**src/rtl/pdfs_pkg.sv**
```systemverilog
// ----------------------------------------------------------------------------
// pdfs_pkg
// Shared types and constants for the probe frame deframer and scaler.
// ----------------------------------------------------------------------------
package pdfs_pkg;

  // Widths of the stream fields.
  localparam int WORD_W    = 16;
  localparam int SCALE_W   = 32;
  localparam int PROD_W    = WORD_W + SCALE_W;
  localparam int SAMPLE_W  = 31;
  localparam int FIELD_W   = 3;
  localparam int REPEAT_W  = 16;
  localparam int COUNT_W   = 4;
  localparam int NUM_FIELDS = 8;
  localparam int NUM_PAIRS  = NUM_FIELDS / 2;
  localparam int PAIR_W     = 2 * SCALE_W;
  localparam int OUT_DATA_W = 56;

  // Configuration port.
  localparam int CFG_INDEX_W = 3;
  localparam int CFG_DATA_W  = 64;

  // Default parameter values.
  localparam int DEF_MAX_FIELD_COUNT = 8;
  localparam int DEF_SCALE_FRAC_BITS = 16;

  // Saturation limit of a scaled sample.
  localparam logic [SAMPLE_W-1:0] SAT_LIMIT = 31'h7FFF_FFFF;

  // Every scale resets to 1.0 in Q16.16.
  localparam logic [PAIR_W-1:0] SCALE_PAIR_RESET = 64'h0001_0000_0001_0000;

  // Configuration register indexes.
  localparam logic [CFG_INDEX_W-1:0] CFG_FIELD_COUNT  = 3'd0;
  localparam logic [CFG_INDEX_W-1:0] CFG_SCALE_PAIR_A = 3'd1;
  localparam logic [CFG_INDEX_W-1:0] CFG_SCALE_PAIR_B = 3'd2;
  localparam logic [CFG_INDEX_W-1:0] CFG_SCALE_PAIR_C = 3'd3;
  localparam logic [CFG_INDEX_W-1:0] CFG_SCALE_PAIR_D = 3'd4;

  // Sequencer states.
  typedef enum logic [1:0] {
    ST_IDLE,
    ST_MUL,
    ST_EMIT,
    ST_REPLAY
  } state_t;

  // Result of the shared multiply unit.
  typedef struct packed {
    logic [SAMPLE_W-1:0] value;
    logic                sat;
  } mul_result_t;

endpackage

```
**src/rtl/pdfs_mul_unit.sv**
```systemverilog
// ----------------------------------------------------------------------------
// pdfs_mul_unit
// Shared scaling unit: registered 16x32 multiply, then fraction shift and
// saturation to 31 bits.
// ----------------------------------------------------------------------------
module pdfs_mul_unit #(
  parameter int SCALE_FRAC_BITS = pdfs_pkg::DEF_SCALE_FRAC_BITS
) (
  input  logic                          clk,
  input  logic                          en,
  input  logic [pdfs_pkg::WORD_W-1:0]   sample,
  input  logic [pdfs_pkg::SCALE_W-1:0]  scale,
  output pdfs_pkg::mul_result_t         result
);

  logic [pdfs_pkg::PROD_W-1:0] prod;
  logic [pdfs_pkg::PROD_W-1:0] shifted;

  // Product register, loaded once per sample.
  always_ff @(posedge clk) begin
    if (en) begin
      prod <= pdfs_pkg::PROD_W'(sample) * pdfs_pkg::PROD_W'(scale);
    end
  end

  // Drop the fraction bits and clamp anything above the limit.
  always_comb begin
    shifted      = prod >> SCALE_FRAC_BITS;
    result.sat   = |shifted[pdfs_pkg::PROD_W-1:pdfs_pkg::SAMPLE_W];
    result.value = result.sat ? pdfs_pkg::SAT_LIMIT : shifted[pdfs_pkg::SAMPLE_W-1:0];
  end

endmodule

```
**src/rtl/probe_frame_deframer_scaler.sv**
```systemverilog
// ----------------------------------------------------------------------------
// probe_frame_deframer_scaler
// A header word with no frame gap gives no result. A sample word is accepted,
// passes through the shared multiplier and then loads the result register,
// giving one result. A header that reveals missing frames replays the held
// value of each active field in turn with the count of missing frames; a
// stalled consumer holds the sequencer. The input is not ready while a word
// is in the sequencer. Held values clear at reset at once.
//
// Top level: deframes a probe word stream, scales each sample by its field's
// Q16.16 factor with saturation, and replays held values across frame gaps.
// ----------------------------------------------------------------------------
module probe_frame_deframer_scaler #(
  parameter int MAX_FIELD_COUNT = pdfs_pkg::DEF_MAX_FIELD_COUNT,
  parameter int SCALE_FRAC_BITS = pdfs_pkg::DEF_SCALE_FRAC_BITS
) (
  input  logic                                clk,
  input  logic                                rst,
  // Configuration write channel.
  input  logic                                cfg_valid,
  output logic                                cfg_ready,
  input  logic [pdfs_pkg::CFG_INDEX_W-1:0]    cfg_index,
  input  logic [pdfs_pkg::CFG_DATA_W-1:0]     cfg_data,
  // Input stream.
  input  logic                                s_axis_tvalid,
  output logic                                s_axis_tready,
  input  logic [pdfs_pkg::WORD_W-1:0]         s_axis_tdata,  // [15:0] word_value
  // Output stream.
  output logic                                m_axis_tvalid,
  input  logic                                m_axis_tready,
  // [30:0] sample_out, [33:31] field_number, [49:34] repeat_frames, rest zero
  output logic [pdfs_pkg::OUT_DATA_W-1:0]     m_axis_tdata,
  output logic                                m_axis_tuser,  // [0] saturated
  output logic                                m_axis_tlast   // last_of_run
);

  localparam logic [pdfs_pkg::COUNT_W-1:0] MAX_COUNT = pdfs_pkg::COUNT_W'(MAX_FIELD_COUNT);

  pdfs_pkg::state_t state, state_next;

  // Configuration registers.
  logic [pdfs_pkg::COUNT_W-1:0] field_count;
  logic [pdfs_pkg::PAIR_W-1:0]  scale_pair [pdfs_pkg::NUM_PAIRS];

  // Frame tracking.
  logic [pdfs_pkg::COUNT_W-1:0]  fields_left;
  logic [pdfs_pkg::WORD_W-1:0]   expected_frame;
  logic [pdfs_pkg::SAMPLE_W-1:0] held_values [pdfs_pkg::NUM_FIELDS];

  // Work registers of the sequencer.
  logic [pdfs_pkg::WORD_W-1:0]   word_reg;
  logic [pdfs_pkg::FIELD_W-1:0]  idx_reg;
  logic [pdfs_pkg::REPEAT_W-1:0] rep_gap;
  logic [pdfs_pkg::COUNT_W-1:0]  rep_count;

  // Output register.
  logic [pdfs_pkg::SAMPLE_W-1:0] out_sample;
  logic [pdfs_pkg::FIELD_W-1:0]  out_field;
  logic [pdfs_pkg::REPEAT_W-1:0] out_repeat;
  logic                          out_sat;
  logic                          out_last;

  // Combinational helpers.
  logic [pdfs_pkg::COUNT_W-1:0]  count;
  logic [pdfs_pkg::WORD_W-1:0]   gap;
  logic [pdfs_pkg::COUNT_W-1:0]  idx_wide;
  logic [pdfs_pkg::PAIR_W-1:0]   pair_sel;
  logic [pdfs_pkg::SCALE_W-1:0]  scale_sel;
  logic                          in_accept;
  logic                          is_header;
  logic                          out_free;
  logic                          mul_en;
  logic                          live_load;
  logic                          rep_load;
  logic                          rep_last;
  pdfs_pkg::mul_result_t         mul_res;

  // Active field count, clamped to the maximum.
  always_comb begin
    count     = (field_count > MAX_COUNT) ? MAX_COUNT : field_count;
    gap       = s_axis_tdata - expected_frame;
    idx_wide  = count - fields_left;
    is_header = (fields_left == '0);
    in_accept = s_axis_tvalid && s_axis_tready;
    out_free  = !m_axis_tvalid || m_axis_tready;
    pair_sel  = scale_pair[idx_reg[pdfs_pkg::FIELD_W-1:1]];
    scale_sel = idx_reg[0] ? pair_sel[pdfs_pkg::PAIR_W-1:pdfs_pkg::SCALE_W]
                           : pair_sel[pdfs_pkg::SCALE_W-1:0];
    rep_last  = ({1'b0, idx_reg} + pdfs_pkg::COUNT_W'(1)) == rep_count;
  end

  // Shared scaling unit.
  pdfs_mul_unit #(
    .SCALE_FRAC_BITS (SCALE_FRAC_BITS)
  ) u_mul (
    .clk    (clk),
    .en     (mul_en),
    .sample (word_reg),
    .scale  (scale_sel),
    .result (mul_res)
  );

  // Next state.
  always_comb begin
    state_next = state;
    case (state)
      pdfs_pkg::ST_IDLE: begin
        if (in_accept) begin
          if (!is_header) begin
            state_next = pdfs_pkg::ST_MUL;
          end else if (gap != '0 && count != '0) begin
            state_next = pdfs_pkg::ST_REPLAY;
          end
        end
      end
      pdfs_pkg::ST_MUL: begin
        state_next = pdfs_pkg::ST_EMIT;
      end
      pdfs_pkg::ST_EMIT: begin
        if (out_free) begin
          state_next = pdfs_pkg::ST_IDLE;
        end
      end
      pdfs_pkg::ST_REPLAY: begin
        if (out_free && rep_last) begin
          state_next = pdfs_pkg::ST_IDLE;
        end
      end
      default: begin
        state_next = pdfs_pkg::ST_IDLE;
      end
    endcase
  end

  // Sequencer outputs.
  always_comb begin
    s_axis_tready = 1'b0;
    mul_en        = 1'b0;
    live_load     = 1'b0;
    rep_load      = 1'b0;
    case (state)
      pdfs_pkg::ST_IDLE:   s_axis_tready = 1'b1;
      pdfs_pkg::ST_MUL:    mul_en        = 1'b1;
      pdfs_pkg::ST_EMIT:   live_load     = out_free;
      pdfs_pkg::ST_REPLAY: rep_load      = out_free;
      default: begin
        s_axis_tready = 1'b0;
      end
    endcase
  end

  // Configuration is taken at any time; the user writes only while idle.
  assign cfg_ready = 1'b1;

  always_ff @(posedge clk) begin
    if (rst) begin
      field_count <= '0;
      for (int i = 0; i < pdfs_pkg::NUM_PAIRS; i++) begin
        scale_pair[i] <= pdfs_pkg::SCALE_PAIR_RESET;
      end
    end else if (cfg_valid && cfg_ready) begin
      case (cfg_index)
        pdfs_pkg::CFG_FIELD_COUNT:  field_count   <= cfg_data[pdfs_pkg::COUNT_W-1:0];
        pdfs_pkg::CFG_SCALE_PAIR_A: scale_pair[0] <= cfg_data;
        pdfs_pkg::CFG_SCALE_PAIR_B: scale_pair[1] <= cfg_data;
        pdfs_pkg::CFG_SCALE_PAIR_C: scale_pair[2] <= cfg_data;
        pdfs_pkg::CFG_SCALE_PAIR_D: scale_pair[3] <= cfg_data;
        default: begin
          field_count <= field_count;
        end
      endcase
    end
  end

  // Control state and held values.
  always_ff @(posedge clk) begin
    if (rst) begin
      state          <= pdfs_pkg::ST_IDLE;
      fields_left    <= '0;
      expected_frame <= '0;
      m_axis_tvalid  <= 1'b0;
      for (int i = 0; i < pdfs_pkg::NUM_FIELDS; i++) begin
        held_values[i] <= '0;
      end
    end else begin
      state <= state_next;
      if (in_accept) begin
        if (is_header) begin
          expected_frame <= s_axis_tdata + pdfs_pkg::WORD_W'(1);
          fields_left    <= count;
        end else begin
          fields_left <= fields_left - pdfs_pkg::COUNT_W'(1);
        end
      end
      if (live_load) begin
        held_values[idx_reg] <= mul_res.value;
      end
      if (live_load || rep_load) begin
        m_axis_tvalid <= 1'b1;
      end else if (m_axis_tready) begin
        m_axis_tvalid <= 1'b0;
      end
    end
  end

  // Payload registers of the sequencer and the result register.
  always_ff @(posedge clk) begin
    if (in_accept) begin
      word_reg  <= s_axis_tdata;
      rep_gap   <= gap;
      rep_count <= count;
      idx_reg   <= is_header ? '0 : idx_wide[pdfs_pkg::FIELD_W-1:0];
    end else if (rep_load) begin
      idx_reg <= idx_reg + pdfs_pkg::FIELD_W'(1);
    end
    if (live_load) begin
      out_sample <= mul_res.value;
      out_field  <= idx_reg;
      out_repeat <= '0;
      out_sat    <= mul_res.sat;
      out_last   <= 1'b1;
    end else if (rep_load) begin
      out_sample <= held_values[idx_reg];
      out_field  <= idx_reg;
      out_repeat <= rep_gap;
      out_sat    <= 1'b0;
      out_last   <= rep_last;
    end
  end

  // Pack the result item.
  assign m_axis_tdata = {
    (pdfs_pkg::OUT_DATA_W - pdfs_pkg::SAMPLE_W - pdfs_pkg::FIELD_W - pdfs_pkg::REPEAT_W)'(0),
    out_repeat, out_field, out_sample
  };
  assign m_axis_tuser = out_sat;
  assign m_axis_tlast = out_last;

endmodule

```
**config.mk**
```make
export PLATFORM = sky130hd
export DESIGN_NAME = probe_frame_deframer_scaler
export DESIGN_NICKNAME = d
export VERILOG_FILES = /design/src/rtl/pdfs_pkg.sv /design/src/rtl/pdfs_mul_unit.sv /design/src/rtl/probe_frame_deframer_scaler.sv
export SDC_FILE = /design/constraint.sdc
export NUM_CORES = 2
export LEC_CHECK = 0
export BUFFER_PORTS_ARGS = -buffer_cell sky130_fd_sc_hd__buf_4
export CAP_MARGIN = 20
export CORE_MARGIN = 5
export CORE_UTILIZATION = 50
export CTS_CLUSTER_SIZE = 8
export DETAILED_ROUTE_END_ITERATION = 7
export PLACE_DENSITY = 0.71
export SLEW_MARGIN = 20
export SYNTH_ARGS = -nofsm -noshare
export SYNTH_HDL_FRONTEND = slang
export SYNTH_SLANG_ARGS = --single-unit
```
**constraint.sdc**
```tcl
create_clock -name clk -period 9.1 [get_ports clk]
set_clock_uncertainty 0.05 [all_clocks]
set_input_delay 1.82 -clock clk [delete_from_list [all_inputs] [get_ports clk]]
set_output_delay 1.82 -clock clk [all_outputs]
set_load 0.02 [all_outputs]
```
==> results.md <==
- The flip-flop and latch count after synthesis is 657.
- Sorting the synthesized cells by how often they occur yields 610 x sky130_fd_sc_hd__edfxtp_1, 472 x sky130_fd_sc_hd__inv_1, 462 x sky130_fd_sc_hd__nand2_1.
- The average vias per placed instance is 5.603.
- In the finished design, the share of the clock period the worst path needs comes to 91.23%.
- In the global route stage, met3 resource usage came out at 4.841%.
- The floorplan die area is 94650 sq um.
- The tool flagged a number of max-cap violations equal to 0.
- The post-synthesis area per instance is 11.61 sq um.
- During synthesis, Yosys emitted a total of 0 warnings.
- The worst setup path is of the reg2reg kind.
- The number of library cell types mapped by synthesis is 66.
- The worst setup path is launched from a flop.
- The last weighted congestion value of the routability-driven placer is 0.8912.
- After layout, the minimum clock period comes to 8.302 ns.
- The async set-reset flop share out of synthesis is 0%.
- The remaining antenna violation count is 0.
- Compared with the post-synthesis result, the final layout area differs by 10.92%.
- The path class of the tightest hold or removal check is reg2reg.
- The initial antenna violation count came to 2.
- The synthesized instance count is 3815.
- The number of global-route vias before repair was 30239.
- The register with the most flip-flops in the final layout is scale_pair.
- The count of routing violations after the opening detailed-route iteration is 2287.
- The register with the most flip-flops in the layout has 256 of them.
- Summed over all layers, the routed wires come to 108200 um.
- The post-synthesis instance area is 44300 sq um.
- Entering global routing, the biggest net connects 65 pins.
- The detailed router placed 28515 vias in this run.
- Global routing consumed, on the met2 layer, 38.89% of the routing resources.
- The area taken by multi-input logic gates is 22490 sq um.
- The share of layout cells above drive strength 1 is 12.36%.
- For this run, the post-layout net count is 4546.
- The count of endpoints failing hold in the final timing report came to 0.
- Counting the buffers created by CTS gives 93.
- The required arrival time at the worst endpoint is 9.42 ns.
- The clock slew at the register clock pins of the worst setup and hold paths is 0.05 ns.
- The count of clock tree sinks is 657.
- Counting along the longest clock path gives a buffer depth of 3.
- After floorplanning, the core was divided into 109 placement rows.
- The most congested layer reported by global routing is met2.
- After floorplanning, the core was sized to cover 88100 sq um.
- Yosys instantiated no cell more often than sky130_fd_sc_hd__edfxtp_1.
- The worst slew slack as a fraction of its limit is 20.58%.
- For the pin with the worst max-slew slack, the measured transition is 1.191 ns.
- After clock tree synthesis, the repair step resized 0 gates.
- The CTS H-tree depth is 3.
- Based on the critical path, the design can be clocked at up to 120.4 MHz.
- In the final layout, the registers with the most flip-flops are scale_pair (256), held_values (248), u_mul.prod (32).
- The area taken by flip-flops and latches is 19270 sq um.
- For this run, the leading register cell type out of synthesis is sky130_fd_sc_hd__edfxtp_1.
- The iteration count of the initial detailed-routing pass is 5.
- In the global route stage, met1 resource usage came out at 31.08%.
- In this run the biggest area consumer among cell types represents 41.35% of the synthesized area.
- The vertical die dimension is 307.7 um.
- The I/O pin count is 149.
- The clock network latency to the later pin of the worst-skew pair is 0.66 ns.
- Setup repair after global routing left no endpoint under its margin.
- The first global-routing pass estimated 171600 um of wire.
- After detailed routing, the number of remaining DRC violations is 0.
- TritonCTS built the clock tree.
- Once the floorplan was initialized, standard cells occupied 50.28% of the core.
- The register-to-register setup slack is 0.80 ns.
- The floorplan die width is 307.7 um.
- The flow ran to the end, and the final reports show no timing, DRC or antenna violations.
- In this run the post-CTS setup repair buffer count came out at 0.
- Summed over all failing endpoints, the final setup total negative slack is 0 ns.
- Once detailed placement completed, the half-perimeter wirelength came to 71350 um.
- Buffers placed on the I/O ports in this run total 141.
- Along the worst path, the maximum fanout reaches 34.
- In this run the clock root is driven by a sky130_fd_sc_hd__clkbuf_16.
- The leftover overflow at the end of global routing is 0.
- The count of final setup violators is 0.
- The hold-fix buffer count after cts is 0.
- The max-slew violation count is 0.
- The total routing resource utilization after global routing is 23.16%.
- The number of fill cells is 7286.
- The worst setup path is captured at a flop.
- The register area share after synthesis is 43.47%.
- Data arrives at the worst endpoint at 8.62 ns.
- The number of enable flip-flop cells after synthesis is 610.
- The routed wirelength normalized by instance count is 21.26 um.
- In the post-synthesis netlist, the biggest area contributors are sky130_fd_sc_hd__edfxtp_1 41%, sky130_fd_sc_hd__fa_1 19%, sky130_fd_sc_hd__mux4_2 6.2%, sky130_fd_sc_hd__and2_1 6.1%, sky130_fd_sc_hd__inv_1 4.0%.
- The largest total area in the synthesized netlist belongs to sky130_fd_sc_hd__edfxtp_1.
[logic make-up (layout without fill, tap and decap cells)]
logic type      Yosys count  after routing  share of synthesized area [%]
compound gates          257            257                          3.737
xor+xnor                 64             64                          1.265
fa+ha+maj               555            555                          22.78
buf+inv                 689            792                          5.971
flops                   657            657                          43.47
mux                     169            169                          7.357
other cells               2              8                        0.01695
simple gates           1422           1422                          15.41
[worst max-delay path, cell delays in order (launching register included)]
cell and delay [ns]:
sky130_fd_sc_hd__dfxtp_4 0.76, sky130_fd_sc_hd__buf_4 0.31, sky130_fd_sc_hd__mux4_2 0.54, sky130_fd_sc_hd__mux2_2 0.46, sky130_fd_sc_hd__and2_1 0.24, sky130_fd_sc_hd__fa_1 0.47, sky130_fd_sc_hd__inv_1 0.05, sky130_fd_sc_hd__fa_1 0.47
sky130_fd_sc_hd__fa_1 0.52, sky130_fd_sc_hd__inv_1 0.06, sky130_fd_sc_hd__fa_1 0.41, sky130_fd_sc_hd__inv_1 0.08, sky130_fd_sc_hd__fa_1 0.44, sky130_fd_sc_hd__fa_1 0.49, sky130_fd_sc_hd__inv_1 0.05, sky130_fd_sc_hd__ha_1 0.41
sky130_fd_sc_hd__a21oi_1 0.21, sky130_fd_sc_hd__o21ai_0 0.11, sky130_fd_sc_hd__a2111oi_0 0.49, sky130_fd_sc_hd__o32ai_1 0.20, sky130_fd_sc_hd__a311oi_1 0.42, sky130_fd_sc_hd__o211ai_1 0.19, sky130_fd_sc_hd__a31oi_1 0.28, sky130_fd_sc_hd__o21bai_1 0.11
sky130_fd_sc_hd__xor2_1 0.15
[layout make-up]
class / instances / area share [%]
Multi-Input combinational cell: 2474 / 45.76
Sequential cell: 657 / 39.22
Clock buffer: 107 / 4.973
Inverter: 472 / 3.606
Timing Repair Buffer: 205 / 3.183
Tap cell: 1165 / 2.966
Clock inverter: 8 / 0.2877
Antenna cell: 1 / 0.005093
[layer usage]
| layer | vias to the layer above | routed length [um] |
|---|---|---|
| met5 | - | 0 |
| met4 | 0 | 2724 |
| met3 | 208 | 9724 |
| met2 | 1233 | 53320 |
| met1 | 14331 | 42420 |
| li1 | 12743 | - |
[final timing paths]
path | from | end | cells after the start
min reg2reg | m_axis_tlast | m_axis_tlast | 2
min | m_axis_tlast | m_axis_tlast | 2
max | flop | u_mul.prod[41] | 24
max reg2reg | flop | u_mul.prod[41] | 24
[per-stage QoR]
step	hold slack [ns]	utilization [%]	worst slack, ns	cell area [sq um]	cells
detailed placement	0.3931	52.83	0.8007	46540	4973
floorplan	0.3744	-	1.494	44320	3820
CTS	0.4001	55.76	0.7902	49130	5088
global placement	0.3859	52.83	0.9162	46540	4973
global route	0.4263	55.77	0.3966	49140	5089
finish	0.4033	55.77	0.7977	49140	5089
[cells in the final DEF, fill, tap and decap left out, types with 40 or more instances in the layout]
| master | instances |
|---|---|
| sky130_fd_sc_hd__a21oi_1 | 60 |
| sky130_fd_sc_hd__and2_1 | 431 |
| sky130_fd_sc_hd__buf_4 | 203 |
| sky130_fd_sc_hd__clkbuf_16 | 96 |
| sky130_fd_sc_hd__dfxtp_1 | 44 |
| sky130_fd_sc_hd__edfxtp_1 | 610 |
| sky130_fd_sc_hd__fa_1 | 419 |
| sky130_fd_sc_hd__ha_1 | 136 |
| sky130_fd_sc_hd__inv_1 | 471 |
| sky130_fd_sc_hd__mux4_2 | 122 |
| sky130_fd_sc_hd__nand2_1 | 458 |
| sky130_fd_sc_hd__nor2_1 | 342 |
| sky130_fd_sc_hd__nor3_1 | 41 |
| sky130_fd_sc_hd__o21ai_0 | 45 |
| sky130_fd_sc_hd__xnor2_1 | 40 |
Power is not shown: default switching activity piles up to over one toggle a cycle in this logic, so the estimate is an artifact.
